File: config.mk
export PLATFORM = sky130hd
export DESIGN_NAME = multi_format_serial_deframer_top
export DESIGN_NICKNAME = d
export VERILOG_FILES = /design/src/rtl/mfsd_pkg.sv /design/src/rtl/mfsd_in_reg.sv /design/src/rtl/mfsd_core.sv /design/src/rtl/mfsd_out_reg.sv /design/src/rtl/multi_format_serial_deframer_top.sv
export SDC_FILE = /design/constraint.sdc
export NUM_CORES = 1
export LEC_CHECK = 0
export ABC_AREA = 1
export ABC_CLOCK_PERIOD_IN_PS = 7600
export BUFFER_PORTS_ARGS = -buffer_cell sky130_fd_sc_hd__buf_2
export CAP_MARGIN = 20
export CORE_MARGIN = 5
export CORE_UTILIZATION = 35
export CTS_CLUSTER_DIAMETER = 30
export DETAILED_ROUTE_END_ITERATION = 10
export HOLD_SLACK_MARGIN = 0.15
export MAX_ROUTING_LAYER = met4
export PLACE_DENSITY = 0.55
export SYNTH_ARGS = -nofsm -noshare
export SYNTH_HDL_FRONTEND = slang
export SYNTH_HIERARCHICAL = 1
export SYNTH_SLANG_ARGS = --single-unit
File: constraint.sdc
create_clock -name clk_i -period 7.6 [get_ports clk_i]
set_input_delay 0.38 -clock clk_i [delete_from_list [all_inputs] [get_ports clk_i]]
set_output_delay 0.38 -clock clk_i [all_outputs]
set_load 0.05 [all_outputs]
File: src/rtl/mfsd_pkg.sv
package mfsd_pkg;

  localparam int unsigned MAX_FRAME   = 96;
  localparam int unsigned SLOT_COUNT  = 8;
  localparam int unsigned MAX_REBUILT = 64;

  localparam int unsigned POS_W = 7;

  localparam logic [7:0] SYNC_BYTE    = 8'hAA;
  localparam logic [7:0] TYPE_SINGLE  = 8'h02;
  localparam logic [7:0] TYPE_MULTI   = 8'h03;
  localparam logic [7:0] TYPE_CONTROL = 8'h04;

  localparam logic [7:0] CMD_ANNOUNCE  = 8'h01;
  localparam logic [7:0] CMD_SET_COLOR = 8'h02;

  localparam logic [7:0] LEN_EXTRA_SINGLE  = 8'd4;
  localparam logic [7:0] LEN_EXTRA_MULTI   = 8'd5;
  localparam logic [7:0] LEN_EXTRA_CONTROL = 8'd6;
  localparam logic [7:0] LEN_MIN_SINGLE    = 8'd12;
  localparam logic [7:0] LEN_MIN_MULTI     = 8'd13;
  localparam logic [7:0] LEN_MIN_CONTROL   = 8'd6;

  localparam logic [8:0] REBUILT_EXTRA     = 9'd4;
  localparam logic [7:0] COLOR_MIN_PAYLOAD = 8'd6;
  localparam logic [7:0] DURATION_MIN_LEN  = 8'd2;

  localparam logic [15:0] ANNOUNCE_DEFAULT = 16'd120;
  localparam logic [15:0] ANNOUNCE_MIN     = 16'd20;
  localparam logic [15:0] ANNOUNCE_MAX     = 16'd1000;

  localparam logic [7:0] GAP_LIMIT_RESET = 8'd20;
  localparam logic       MODE_TICK       = 1'b1;

  typedef enum logic [1:0] {
    KIND_SINGLE  = 2'd0,
    KIND_MULTI   = 2'd1,
    KIND_CONTROL = 2'd2,
    KIND_UNKNOWN = 2'd3
  } kind_e;

  typedef enum logic [2:0] {
    ST_RUNNING     = 3'd0,
    ST_OK          = 3'd1,
    ST_UNCHECKED   = 3'd2,
    ST_BAD_SUM     = 3'd3,
    ST_BAD_SLOT    = 3'd4,
    ST_ABORT       = 3'd5,
    ST_BAD_CMD     = 3'd6,
    ST_SHORT_COLOR = 3'd7
  } status_e;

  typedef struct packed {
    logic       mode;
    logic [7:0] data_byte;
  } item_t;

  typedef struct packed {
    logic [9:0]       announce_ms;
    logic [7:0]       command;
    logic [7:0]       slot;
    status_e          status;
    logic             last;
    kind_e            frame_kind;
    logic [POS_W-1:0] position;
    logic [7:0]       out_byte;
  } result_t;

endpackage

File: src/rtl/mfsd_in_reg.sv
module mfsd_in_reg import mfsd_pkg::*; (
  input  logic       clk_i,
  input  logic       rst_ni,
  input  logic       valid_i,
  output logic       ready_o,
  input  item_t      item_i,
  input  logic       adv_i,
  output logic       fire_o,
  output item_t      item_o
);

  logic  valid_q;
  item_t item_q;

  assign ready_o = !valid_q || adv_i;
  assign fire_o  = valid_q && adv_i;
  assign item_o  = item_q;

  always_ff @(posedge clk_i or negedge rst_ni) begin
    if (!rst_ni) begin
      valid_q <= 1'b0;
    end else if (ready_o) begin
      valid_q <= valid_i;
    end
  end

  always_ff @(posedge clk_i) begin
    if (valid_i && ready_o) begin
      item_q <= item_i;
    end
  end

endmodule

File: src/rtl/mfsd_core.sv
module mfsd_core import mfsd_pkg::*; (
  input  logic       clk_i,
  input  logic       rst_ni,
  input  logic       cfg_we_i,
  input  logic [7:0] cfg_data_i,
  input  logic       fire_i,
  input  item_t      item_i,
  output logic       res_valid_o,
  output result_t    res_o
);

  logic [7:0]       gap_limit_q, gap_limit_d;
  logic [POS_W-1:0] pos_q, pos_d;
  logic [POS_W-1:0] exp_q, exp_d;
  kind_e            kind_q, kind_d;
  logic [7:0]       sum_q, sum_d;
  logic [7:0]       gap_q, gap_d;
  logic             seen_q, seen_d;
  logic [7:0]       slot_q, slot_d;
  logic [7:0]       cmd_q, cmd_d;
  logic [7:0]       plen_q, plen_d;
  logic [7:0]       dlo_q, dlo_d;
  logic [7:0]       dhi_q, dhi_d;

  logic             restart;
  logic [7:0]       b;
  logic [7:0]       total;
  logic [7:0]       len_extra;
  logic [7:0]       len_min;
  logic             len_step;
  logic             abort;
  logic [15:0]      dur;

  assign b       = item_i.data_byte;
  assign restart = (seen_q && (gap_q > gap_limit_q)) || (pos_q >= POS_W'(MAX_FRAME));

  always_comb begin
    len_extra = LEN_EXTRA_SINGLE;
    len_min   = LEN_MIN_SINGLE;
    len_step  = 1'b0;
    unique case (kind_q)
      KIND_SINGLE: begin
        len_extra = LEN_EXTRA_SINGLE;
        len_min   = LEN_MIN_SINGLE;
        len_step  = (pos_q == POS_W'(2));
      end
      KIND_MULTI: begin
        len_extra = LEN_EXTRA_MULTI;
        len_min   = LEN_MIN_MULTI;
        len_step  = (pos_q == POS_W'(3));
      end
      KIND_CONTROL: begin
        len_extra = LEN_EXTRA_CONTROL;
        len_min   = LEN_MIN_CONTROL;
        len_step  = (pos_q == POS_W'(4));
      end
      default: begin
        len_step = 1'b0;
      end
    endcase
    total = b + len_extra;
  end

  always_comb begin
    gap_limit_d = cfg_we_i ? cfg_data_i : gap_limit_q;
    pos_d  = pos_q;
    exp_d  = exp_q;
    kind_d = kind_q;
    sum_d  = sum_q;
    gap_d  = gap_q;
    seen_d = seen_q;
    slot_d = slot_q;
    cmd_d  = cmd_q;
    plen_d = plen_q;
    dlo_d  = dlo_q;
    dhi_d  = dhi_q;
    abort  = 1'b0;
    dur    = ANNOUNCE_DEFAULT;
    res_valid_o = 1'b0;
    res_o = '{announce_ms: '0, command: '0, slot: '0, status: ST_RUNNING, last: 1'b0,
              frame_kind: KIND_UNKNOWN, position: '0, out_byte: '0};

    if (fire_i) begin
      if (item_i.mode == MODE_TICK) begin
        gap_d = (gap_q == 8'hFF) ? gap_q : gap_q + 8'd1;
      end else begin
        gap_d  = '0;
        seen_d = 1'b1;
        if (restart) begin
          pos_d  = '0;
          exp_d  = '0;
          kind_d = KIND_UNKNOWN;
          sum_d  = '0;
          slot_d = '0;
          cmd_d  = '0;
          plen_d = '0;
          dlo_d  = '0;
          dhi_d  = '0;
        end
        if (!((pos_d == '0) && (b != SYNC_BYTE))) begin
          res_o.position = pos_d;
          res_o.out_byte = b;
          sum_d = sum_d + b;
          pos_d = pos_d + POS_W'(1);
          if (res_o.position == POS_W'(1)) begin
            priority if (b == TYPE_SINGLE) begin
              kind_d = KIND_SINGLE;
            end else if (b == TYPE_MULTI) begin
              kind_d = KIND_MULTI;
            end else if (b == TYPE_CONTROL) begin
              kind_d = KIND_CONTROL;
            end else begin
              abort = 1'b1;
            end
          end else if (res_o.position >= POS_W'(2)) begin
            if (len_step) begin
              if ((total < len_min) || (total > 8'(MAX_FRAME))) begin
                abort = 1'b1;
              end else begin
                exp_d  = total[POS_W-1:0];
                plen_d = b;
              end
            end
            if (kind_d == KIND_MULTI && res_o.position == POS_W'(2)) begin
              slot_d = b;
            end
            if (kind_d == KIND_CONTROL) begin
              if (res_o.position == POS_W'(2)) cmd_d = b;
              if (res_o.position == POS_W'(3)) slot_d = b;
              if (res_o.position == POS_W'(5)) dlo_d = b;
              if (res_o.position == POS_W'(6)) dhi_d = b;
            end
          end

          res_valid_o      = 1'b1;
          res_o.frame_kind = kind_d;
          res_o.slot       = slot_d;
          res_o.command    = cmd_d;

          if (abort) begin
            res_o.last   = 1'b1;
            res_o.status = ST_ABORT;
          end else if ((exp_d == '0) || (pos_d < exp_d)) begin
            res_o.status = ST_RUNNING;
          end else begin
            res_o.last = 1'b1;
            unique case (kind_d)
              KIND_SINGLE: res_o.status = ST_UNCHECKED;
              KIND_MULTI: begin
                priority if (slot_d >= 8'(SLOT_COUNT)) begin
                  res_o.status = ST_BAD_SLOT;
                end else if (sum_q != b) begin
                  res_o.status = ST_BAD_SUM;
                end else if (({1'b0, plen_d} + REBUILT_EXTRA) > 9'(MAX_REBUILT)) begin
                  res_o.status = ST_ABORT;
                end else begin
                  res_o.status = ST_OK;
                end
              end
              default: begin
                if (plen_d >= DURATION_MIN_LEN) dur = {dhi_d, dlo_d};
                if (dur < ANNOUNCE_MIN) dur = ANNOUNCE_MIN;
                if (dur > ANNOUNCE_MAX) dur = ANNOUNCE_MAX;
                priority if (slot_d >= 8'(SLOT_COUNT)) begin
                  res_o.status = ST_BAD_SLOT;
                end else if (sum_q != b) begin
                  res_o.status = ST_BAD_SUM;
                end else if (cmd_d == CMD_ANNOUNCE) begin
                  res_o.status      = ST_OK;
                  res_o.announce_ms = dur[9:0];
                end else if (cmd_d == CMD_SET_COLOR) begin
                  res_o.status = (plen_d < COLOR_MIN_PAYLOAD) ? ST_SHORT_COLOR : ST_OK;
                end else begin
                  res_o.status = ST_BAD_CMD;
                end
              end
            endcase
          end

          if (res_o.last) begin
            pos_d  = '0;
            exp_d  = '0;
            kind_d = KIND_UNKNOWN;
            sum_d  = '0;
            slot_d = '0;
            cmd_d  = '0;
            plen_d = '0;
            dlo_d  = '0;
            dhi_d  = '0;
          end
        end
      end
    end
  end

  always_ff @(posedge clk_i or negedge rst_ni) begin
    if (!rst_ni) begin
      gap_limit_q <= GAP_LIMIT_RESET;
      pos_q       <= '0;
      exp_q       <= '0;
      kind_q      <= KIND_UNKNOWN;
      sum_q       <= '0;
      gap_q       <= '0;
      seen_q      <= 1'b0;
      slot_q      <= '0;
      cmd_q       <= '0;
      plen_q      <= '0;
      dlo_q       <= '0;
      dhi_q       <= '0;
    end else begin
      gap_limit_q <= gap_limit_d;
      pos_q       <= pos_d;
      exp_q       <= exp_d;
      kind_q      <= kind_d;
      sum_q       <= sum_d;
      gap_q       <= gap_d;
      seen_q      <= seen_d;
      slot_q      <= slot_d;
      cmd_q       <= cmd_d;
      plen_q      <= plen_d;
      dlo_q       <= dlo_d;
      dhi_q       <= dhi_d;
    end
  end

endmodule

File: src/rtl/mfsd_out_reg.sv
module mfsd_out_reg import mfsd_pkg::*; (
  input  logic    clk_i,
  input  logic    rst_ni,
  input  logic    res_valid_i,
  input  result_t res_i,
  output logic    adv_o,
  output logic    valid_o,
  input  logic    ready_i,
  output result_t res_o
);

  logic    valid_q;
  result_t res_q;

  assign adv_o   = !valid_q || ready_i;
  assign valid_o = valid_q;
  assign res_o   = res_q;

  always_ff @(posedge clk_i or negedge rst_ni) begin
    if (!rst_ni) begin
      valid_q <= 1'b0;
    end else if (adv_o) begin
      valid_q <= res_valid_i;
    end
  end

  always_ff @(posedge clk_i) begin
    if (adv_o && res_valid_i) begin
      res_q <= res_i;
    end
  end

endmodule

File: src/rtl/multi_format_serial_deframer_top.sv
// Serial frame deframer. Each input transaction carries one received byte or one
// millisecond tick; frames start with 0xAA and a type byte and end with an 8-bit sum.
// Every stored byte comes out as one output transaction with its position, frame
// kind and, on the final byte, the check status and decoded fields. One transaction
// is taken per clock cycle while the output side is not stalled; each result passes
// through the input register and the result register around the frame state update.
module multi_format_serial_deframer_top import mfsd_pkg::*; (
  input  logic        clk_i,
  input  logic        rst_ni,
  input  logic        cfg_valid_i,
  output logic        cfg_ready_o,
  input  logic [7:0]  cfg_data_i,       // gap_limit_ms
  input  logic        s_axis_tvalid_i,
  output logic        s_axis_tready_o,
  input  logic [7:0]  s_axis_tdata_i,   // data_byte
  input  logic [0:0]  s_axis_tuser_i,   // mode
  output logic        m_axis_tvalid_o,
  input  logic        m_axis_tready_i,
  output logic [47:0] m_axis_tdata_o,   // out_byte, position, status, slot, command, announce_ms
  output logic [1:0]  m_axis_tuser_o,   // frame_kind
  output logic        m_axis_tlast_o
);

  item_t   in_item;
  item_t   item_q;
  logic    fire;
  logic    adv;
  logic    res_valid;
  result_t res;
  result_t res_q;

  assign cfg_ready_o = 1'b1;
  assign in_item     = '{mode: s_axis_tuser_i[0], data_byte: s_axis_tdata_i};

  mfsd_in_reg u_in_reg (
    .clk_i   (clk_i),
    .rst_ni  (rst_ni),
    .valid_i (s_axis_tvalid_i),
    .ready_o (s_axis_tready_o),
    .item_i  (in_item),
    .adv_i   (adv),
    .fire_o  (fire),
    .item_o  (item_q)
  );

  mfsd_core u_core (
    .clk_i       (clk_i),
    .rst_ni      (rst_ni),
    .cfg_we_i    (cfg_valid_i && cfg_ready_o),
    .cfg_data_i  (cfg_data_i),
    .fire_i      (fire),
    .item_i      (item_q),
    .res_valid_o (res_valid),
    .res_o       (res)
  );

  mfsd_out_reg u_out_reg (
    .clk_i       (clk_i),
    .rst_ni      (rst_ni),
    .res_valid_i (res_valid),
    .res_i       (res),
    .adv_o       (adv),
    .valid_o     (m_axis_tvalid_o),
    .ready_i     (m_axis_tready_i),
    .res_o       (res_q)
  );

  assign m_axis_tdata_o = {4'b0, res_q.announce_ms, res_q.command, res_q.slot,
                           res_q.status, res_q.position, res_q.out_byte};
  assign m_axis_tuser_o = res_q.frame_kind;
  assign m_axis_tlast_o = res_q.last;

  a_running_not_last: assert property (@(posedge clk_i) disable iff (!rst_ni)
    m_axis_tvalid_o && !m_axis_tlast_o |-> res_q.status == ST_RUNNING)
    else $error("running result without final status");

  a_unknown_kind: assert property (@(posedge clk_i) disable iff (!rst_ni)
    m_axis_tvalid_o && res_q.frame_kind == KIND_UNKNOWN |->
      res_q.status == ST_RUNNING || res_q.status == ST_ABORT)
    else $error("unknown frame kind with frame-end status");

  a_announce: assert property (@(posedge clk_i) disable iff (!rst_ni)
    m_axis_tvalid_o && res_q.announce_ms != '0 |->
      res_q.status == ST_OK && res_q.frame_kind == KIND_CONTROL && res_q.last)
    else $error("announce duration outside an ok control frame end");

  a_position: assert property (@(posedge clk_i) disable iff (!rst_ni)
    m_axis_tvalid_o |-> res_q.position < POS_W'(MAX_FRAME))
    else $error("position beyond frame limit");

endmodule
After elaboration in Yosys (flattened, before gate mapping)
Cells that the tools add are included.

Bitwise operators: 3. Multiply operators: 0. Reduce and logical (&&, ||, !) cells: 23. Shift-type cells: 0. Equality and inequality tests: 22. Multiplexer cells: 125. Magnitude comparators: 12. Divide/modulo/power cells: 0. Add/sub/neg operators: 5.

Operators by type and width (number): 8-bit two-way mux (52); 16-bit two-way mux (14); 7-bit two-way mux (15); 7-bit by 2-bit equality test with 1-bit output, second input constant (4); 3-bit two-way mux (9); 8-bit by 2-bit equality test with 1-bit output, second input constant (3); 2-bit two-way mux (12); 7-bit by 3-bit equality test with 1-bit output, second input constant (3); 16-bit by 10-bit > comparator with 1-bit output, second input constant (1); 16-bit by 5-bit less-than comparator with 1-bit output, second input constant (1); 4-bit two-way mux (4); 7-bit logical NOT (2); 1-bit two-way mux (14); 11-bit OR reduction (1); 10-bit two-way mux (1); 10-bit OR reduction (1); 8-bit by 3-bit adder with 9-bit output, second input constant (1); 9-bit by 7-bit > comparator with 1-bit output, second input constant (1); 8-bit by 1-bit adder with 8-bit output, second input constant (1); 8-bit by 3-bit adder with 8-bit output (1); 8-bit adder (1); 8-bit by 1-bit equality test with 1-bit output, second input constant (1); 8-bit by 3-bit equality test with 1-bit output, second input constant (1); 8-bit equality test, second input constant (1); other kinds (28) (45).

Bits in registers: 139. Input bits: 22. Output and inout port bits: 54. Word-level logic and storage cells: 215. Memories: 0. Memory bits (writable): 0. Latch bits: 0. ROM bits: 0.

Longest topological paths before layout
Depth in word-level cells: 31. Mapped depth: 36. Mapped depth without buffers: 32.

Cells and area by module
Netlist, hierarchy kept.

Modules (own cells, without submodules): mfsd_core (times used 1, area each 7312.0 sq um, cells each 1178); mfsd_out_reg (times used 1, area each 1456.4 sq um, cells each 53); mfsd_in_reg (times used 1, area each 322.8 sq um, cells each 17); multi_format_serial_deframer_top (times used 1, area each 45.0 sq um, cells each 7).

Worst setup path after synthesis
Ideal clock, no wire load.

Path kind: flip-flop to flip-flop. From: register u_core.gap_limit_q[2]. To: register u_out_reg/res_o[0] (netlist name). Required time: 7.133 ns. Data arrival time: 4.445 ns. Setup time: 0.467 ns. Path buffers: 1. Stages on the path, launching flop included: 19. Setup slack: 2.688 ns. Period minus slack after synthesis: 4.912 ns. Path through: dfstp_2 inv_1 ha_1 nand2_1 inv_1 nand2_1 nand2_1 nand2_1 nand2_1 nand2_2 nand2_2 buf_2 nor2_1 inv_1 nand4_1 inv_1 nor2_2 inv_1 a21oi_1.

Cells in the longest elaborated chain, start to end: 12.

Ends and longest elaborated chain: start: declaration (RTL line mfsd_core.sv:12) `logic [7:0] gap_limit_q, gap_limit_d;`; start signal: assignment (RTL line mfsd_core.sv:211) `gap_limit_q <= gap_limit_d;`; 8-bit > comparator (RTL line mfsd_core.sv:35) `assign restart = (seen_q && (gap_q > gap_limit_q)) || (pos_q >= POS_W'(MAX_FRAME));`; 1-bit logical AND (RTL line mfsd_core.sv:35); 1-bit logical OR (RTL line mfsd_core.sv:35); 7-bit two-way mux (RTL line mfsd_core.sv:89) `if (restart) begin`; 7-bit two-way mux (RTL line mfsd_core.sv:84) `if (item_i.mode == MODE_TICK) begin`; 7-bit two-way mux (RTL line mfsd_core.sv:83) `if (fire_i) begin`; 7-bit logical NOT (RTL line mfsd_core.sv:100) `if (!((pos_d == '0) && (b != SYNC_BYTE))) begin`; 1-bit logical AND (RTL line mfsd_core.sv:100); 1-bit two-way mux (RTL line mfsd_core.sv:100); 1-bit two-way mux (RTL line mfsd_core.sv:84); 1-bit two-way mux (RTL line mfsd_core.sv:83); net res_valid (RTL line multi_format_serial_deframer_top.sv:28) `logic res_valid;`; 1-bit logical AND (RTL line mfsd_out_reg.sv:28) `if (adv_o && res_valid_i) begin`.

The timed path passes the listed nets, and every way through them passes these cells. The select of a mux whose other input is x is not followed. A chain may end at the register's enable or synchronous reset.

Worst setup path in the final report
From: register u_core.gap_limit_q[2]. To: register u_core.exp_q[4].

Cells in the longest elaborated chain, start to end: 21. Elaborated cells on any way between the ends: 34.

Ends and longest elaborated chain: 8-bit > comparator * (RTL line mfsd_core.sv:35); 1-bit logical AND * (RTL line mfsd_core.sv:35); 1-bit logical OR * (RTL line mfsd_core.sv:35); 7-bit two-way mux (RTL line mfsd_core.sv:89); 7-bit two-way mux (RTL line mfsd_core.sv:84); 7-bit two-way mux (RTL line mfsd_core.sv:83); 7-bit by 2-bit >= comparator with 1-bit output (RTL line mfsd_core.sv:115) `end else if (res_o.position >= POS_W'(2)) begin`; 7-bit two-way mux (RTL line mfsd_core.sv:115); [... 5 more ...]; 1-bit logical OR (RTL line mfsd_core.sv:143) `end else if ((exp_d == '0) || (pos_d < exp_d)) begin`; 1-bit two-way mux (RTL line mfsd_core.sv:143); 4-bit two-way mux (RTL line mfsd_core.sv:140) `if (abort) begin`; 4-bit two-way mux (RTL line mfsd_core.sv:100); 4-bit two-way mux (RTL line mfsd_core.sv:84); 4-bit two-way mux (RTL line mfsd_core.sv:83); 7-bit two-way mux (RTL line mfsd_core.sv:180) `if (res_o.last) begin`; 7-bit two-way mux * (RTL line mfsd_core.sv:100); end signal: assignment (RTL line mfsd_core.sv:213) `exp_q <= exp_d;`; end: declaration (RTL line mfsd_core.sv:14) `logic [POS_W-1:0] exp_q, exp_d;`.

Every way passes the cells marked *; elsewhere a longest branch is shown, timed or not. The select of a mux whose other input is x is not followed.

==> summary.md <==
| Metric | Value |
|---|---|
| Total global routing overflow | `0` |
| Starting density of the core | `0.3526` |
| Worst rel slew slack | `0.3358` |
| Global-route wire length before repair | `41520 µm` |
| P per Cell Area | `344.5 nW/µm²` |
| Worst clock skew | `11.55 ps` |
| Remaining DRCs | `0` |
| Worst path max stage delay | `810 ps` |
| Worst-Margin Slew | `994.1 ps` |
| DP HPWL | `17410 µm` |
| Most common cell after layout, fill and taps aside | `nand2_1` |
| Crit-path max FO | `32` |
| Fmax | `178.7 MHz` |
| Layout cells sized above 1 | `0.1342` |
| Tmin final | `5597 ps` |
| Hold Path End | `u_core/gap_limit_q[3]` |
| Synth cell types | `53` |
| Unrepaired setup endpoints after global routing | `false` |
| Average wire per standard cell | `15.42 µm` |
| Static Leak | `5.148 nW` |
| Most frequent cells in the layout | `nand2_1 (318), nor2_1 (181), inv_1 (147)` |
| Final count of pins violating max slew | `0` |
| Crit path launch | `u_core/gap_limit_q[2]` |
| Total core area | `25910 µm²` |
| Most frequent CP cell | `nand2_1` |
| R2R setup slack | `2000 ps` |
| Seq cells post-synth | `139` |
| Ant diodes | `0` |
| GRT Overall Usage | `0.1838` |
| Global route hottest layer | `met2` |
| Clk buf depth | `2` |
| Synth Instances | `1255` |
| Setup crit end kind | `flop` |
| Critical path startpoint category | `flop` |
| Max VDD drop | `0.0001440 V` |
| Async set-reset flop share out of synthesis | `0.5971` |
| Die area | `29430 µm²` |
| Status | `finished clean` |
| Mapped Avg Cell Area | `7.280 µm²` |
| Number of global-route vias before repair | `7867` |
| IO Port Bufs | `70` |
| Final setup fails | `0` |
| Synthesized cell area | `9136 µm²` |
| Final Power | `3.572 mW` |
| Cts bufs inserted | `17` |
| Worst Hold Depth | `3` |
| FF-to-FF path depth | `27` |
| Die Wd | `171.6 µm` |
| Post-synthesis sequential area ratio | `0.4119` |
| # Max-Cap Violations | `0` |
| Most used flip-flop cell after synthesis | `dfrtp_1` |
| Arr. time, crit path | `5940 ps` |
| Critical path required time | `7950 ps` |
| Tcrit/Tclk final | `0.7365` |
| Hold path start | `cfg_data_i[3]` |
| Crit Path Class | `reg -> reg` |
| Worst min path class | `in -> reg` |
| Die Y | `171.6 µm` |
| GR Layer Usage met3 | `0.03103` |
| Routed via count | `8240` |
| Setup Total Neg Slack | `0 ps` |
| Vias per inst | `4.982` |
| CTS Root Cell | `clkbuf_16` |
| Post_cts resized | `0` |
| Area added between synthesis and finish | `13.49%` |
| Worst-Skew Late Latency | `430 ps` |
| Largest net degree at the start of global routing | `85` |
| Final #Nets | `1358` |
| Worst r2r src | `u_core/gap_limit_q[2]` |
| CTS tree | `built` |
| Drt first-iter violations | `694` |
| Post-synth EDFFs | `56` |
| FP Rows | `59` |
| H-tree level count | `4` |
| Gp weighted congestion | `0.8933` |
| Clk slew on worst S/H paths | `70 ps` |
| Worst-path cell with the longest stage delay | `a21oi_4` |
| I/O pin count | `76` |
| Initial antenna violation count | `0` |
| DRT Pass-1 Iters | `7` |
| Remaining antenna violation count | `0` |
| Fill cell count | `2662` |
| Ys Warns | `6` |
| Num Clock Sinks | `139` |
| Hold Vio Cnt, Final | `0` |
| Met1 usage | `0.2467` |
| Reg-to-Reg End | `u_core/exp_q[4]` |
| Routed WL | `25510 µm` |
| GR met2 Demand/Resource | `0.2820` |
==> flip-flops by register name, summed over array words and instances, names as in the netlist <==
name,cells
u_core/cmd_q,8
u_core/dhi_q,8
u_core/dlo_q,8
u_core/exp_q,7
u_core/gap_limit_q,8
u_core/gap_q,8
u_core/kind_q,2
u_core/plen_q,8
u_core/pos_q,7
u_core/seen_q,1
u_core/slot_q,8
u_core/sum_q,8
u_in_reg/item_o,9
u_in_reg/valid_q,1
u_out_reg/res_o,47
u_out_reg/valid_o,1
==> cell usage after synthesis, types with 11 or more instances <==
| library cell | n | share of area |
|---|---|---|
| nand2_1 | 318 | 0.13 |
| dfrtp_1 | 79 | 0.22 |
| nand3_1 | 54 | 0.030 |
| nor3_1 | 23 | 0.013 |
| inv_1 | 148 | 0.061 |
| clkbuf_1 | 32 | 0.013 |
| nand4_1 | 23 | 0.016 |
| a21oi_1 | 78 | 0.043 |
| edfxtp_1 | 56 | 0.18 |
| nand2_2 | 11 | 0.0075 |
| nor2_1 | 182 | 0.075 |
| ha_1 | 28 | 0.038 |
| o21ai_0 | 88 | 0.048 |
==> how the worst max path moves through the flow <==
| stage | cells after the start | slack (ps) | end |
|---|---|---|---|
| 6_report | 27 | 2000 | u_core/exp_q[4] |
| 5_1_grt | 27 | 1450 | u_core/sum_q[1] |
| 4_1_cts | 27 | 1970 | u_core/exp_q[4] |
| 3_5_place_dp | 27 | 2020 | u_core/exp_q[2] |
| 3_3_place_gp | 27 | 2230 | u_core/sum_q[0] |
| 2_1_floorplan | 18 | 2690 | u_out_reg/res_o[0] |
==> layout make-up <==
type                       instances  area, µm²  share of cell area
sequential                       139       3764              0.3630
inverter                         160      604.3             0.05828
multi-input combinational        897       4448              0.4290
clock inverter                    15      170.2             0.01641
tap                              335      419.2             0.04042
timing repair buffer              91      538.0             0.05189
clock buffer                      17      425.4             0.04103
==> metal layers <==
layer	vias up	wire length, µm
met5	-	0
met4	0	601
met3	37	1583
met2	246	11430
met1	3820	11900
li1	4137	-
==> critical path: cells and delay by family, from the launching register on <==
family | cells | cell delay (ps)
buffers and inverters | 5 | 710
DFF | 1 | 510
AOI/OAI and AO/OA | 5 | 1530
and+or+nand+nor | 14 | 1910
adders and majority gates | 3 | 840
==> cell families (layout without fill, tap and decap cells) <==
logic type                 after synthesis  count (layout)  synth area share
other                                    2               5         0.0008220
muxes                                    1               1          0.001232
adders and majority gates               30              30           0.04273
DFF                                    139             139            0.4119
AOI/OAI and AO/OA                      201             201            0.1194
xor gates and xnor gates                14              14           0.01342
and+or+nand+nor                        646             646            0.3059
buffers and inverters                  222             283            0.1045
==> repair_timing <==
| action | CTS | global route |
|---|---|---|
| setup buffers | 0 | 0 |
| hold buffers | 11 | 0 |
| endpoints found under the hold margin | 43 | 0 |
==> stage by stage <==
step / worst slack [ps] / instance area (µm²) / std cells / hold WS, ps / util
floorplan: 2688 / 9148 / 1258 / 84.41 / -
global placement: 2229 / 9663 / 1611 / 402.2 / 0.3729
detailed placement: 2015 / 9663 / 1611 / 401.7 / 0.3729
CTS: 1966 / 10370 / 1654 / 152.0 / 0.4002
global route: 1451 / 10370 / 1654 / 163.6 / 0.4002
finish: 2003 / 10370 / 1654 / 165.7 / 0.4002
==> power breakdown <==
part	leakage [nW]	switching [mW]	total [mW]	internal, mW
sequential	1.52	0.120	1.09	0.972
clock	0.293	0.377	0.848	0.470
combinational	3.34	1.12	1.63	0.516
Note: power is estimated with default switching activity, not from simulation.
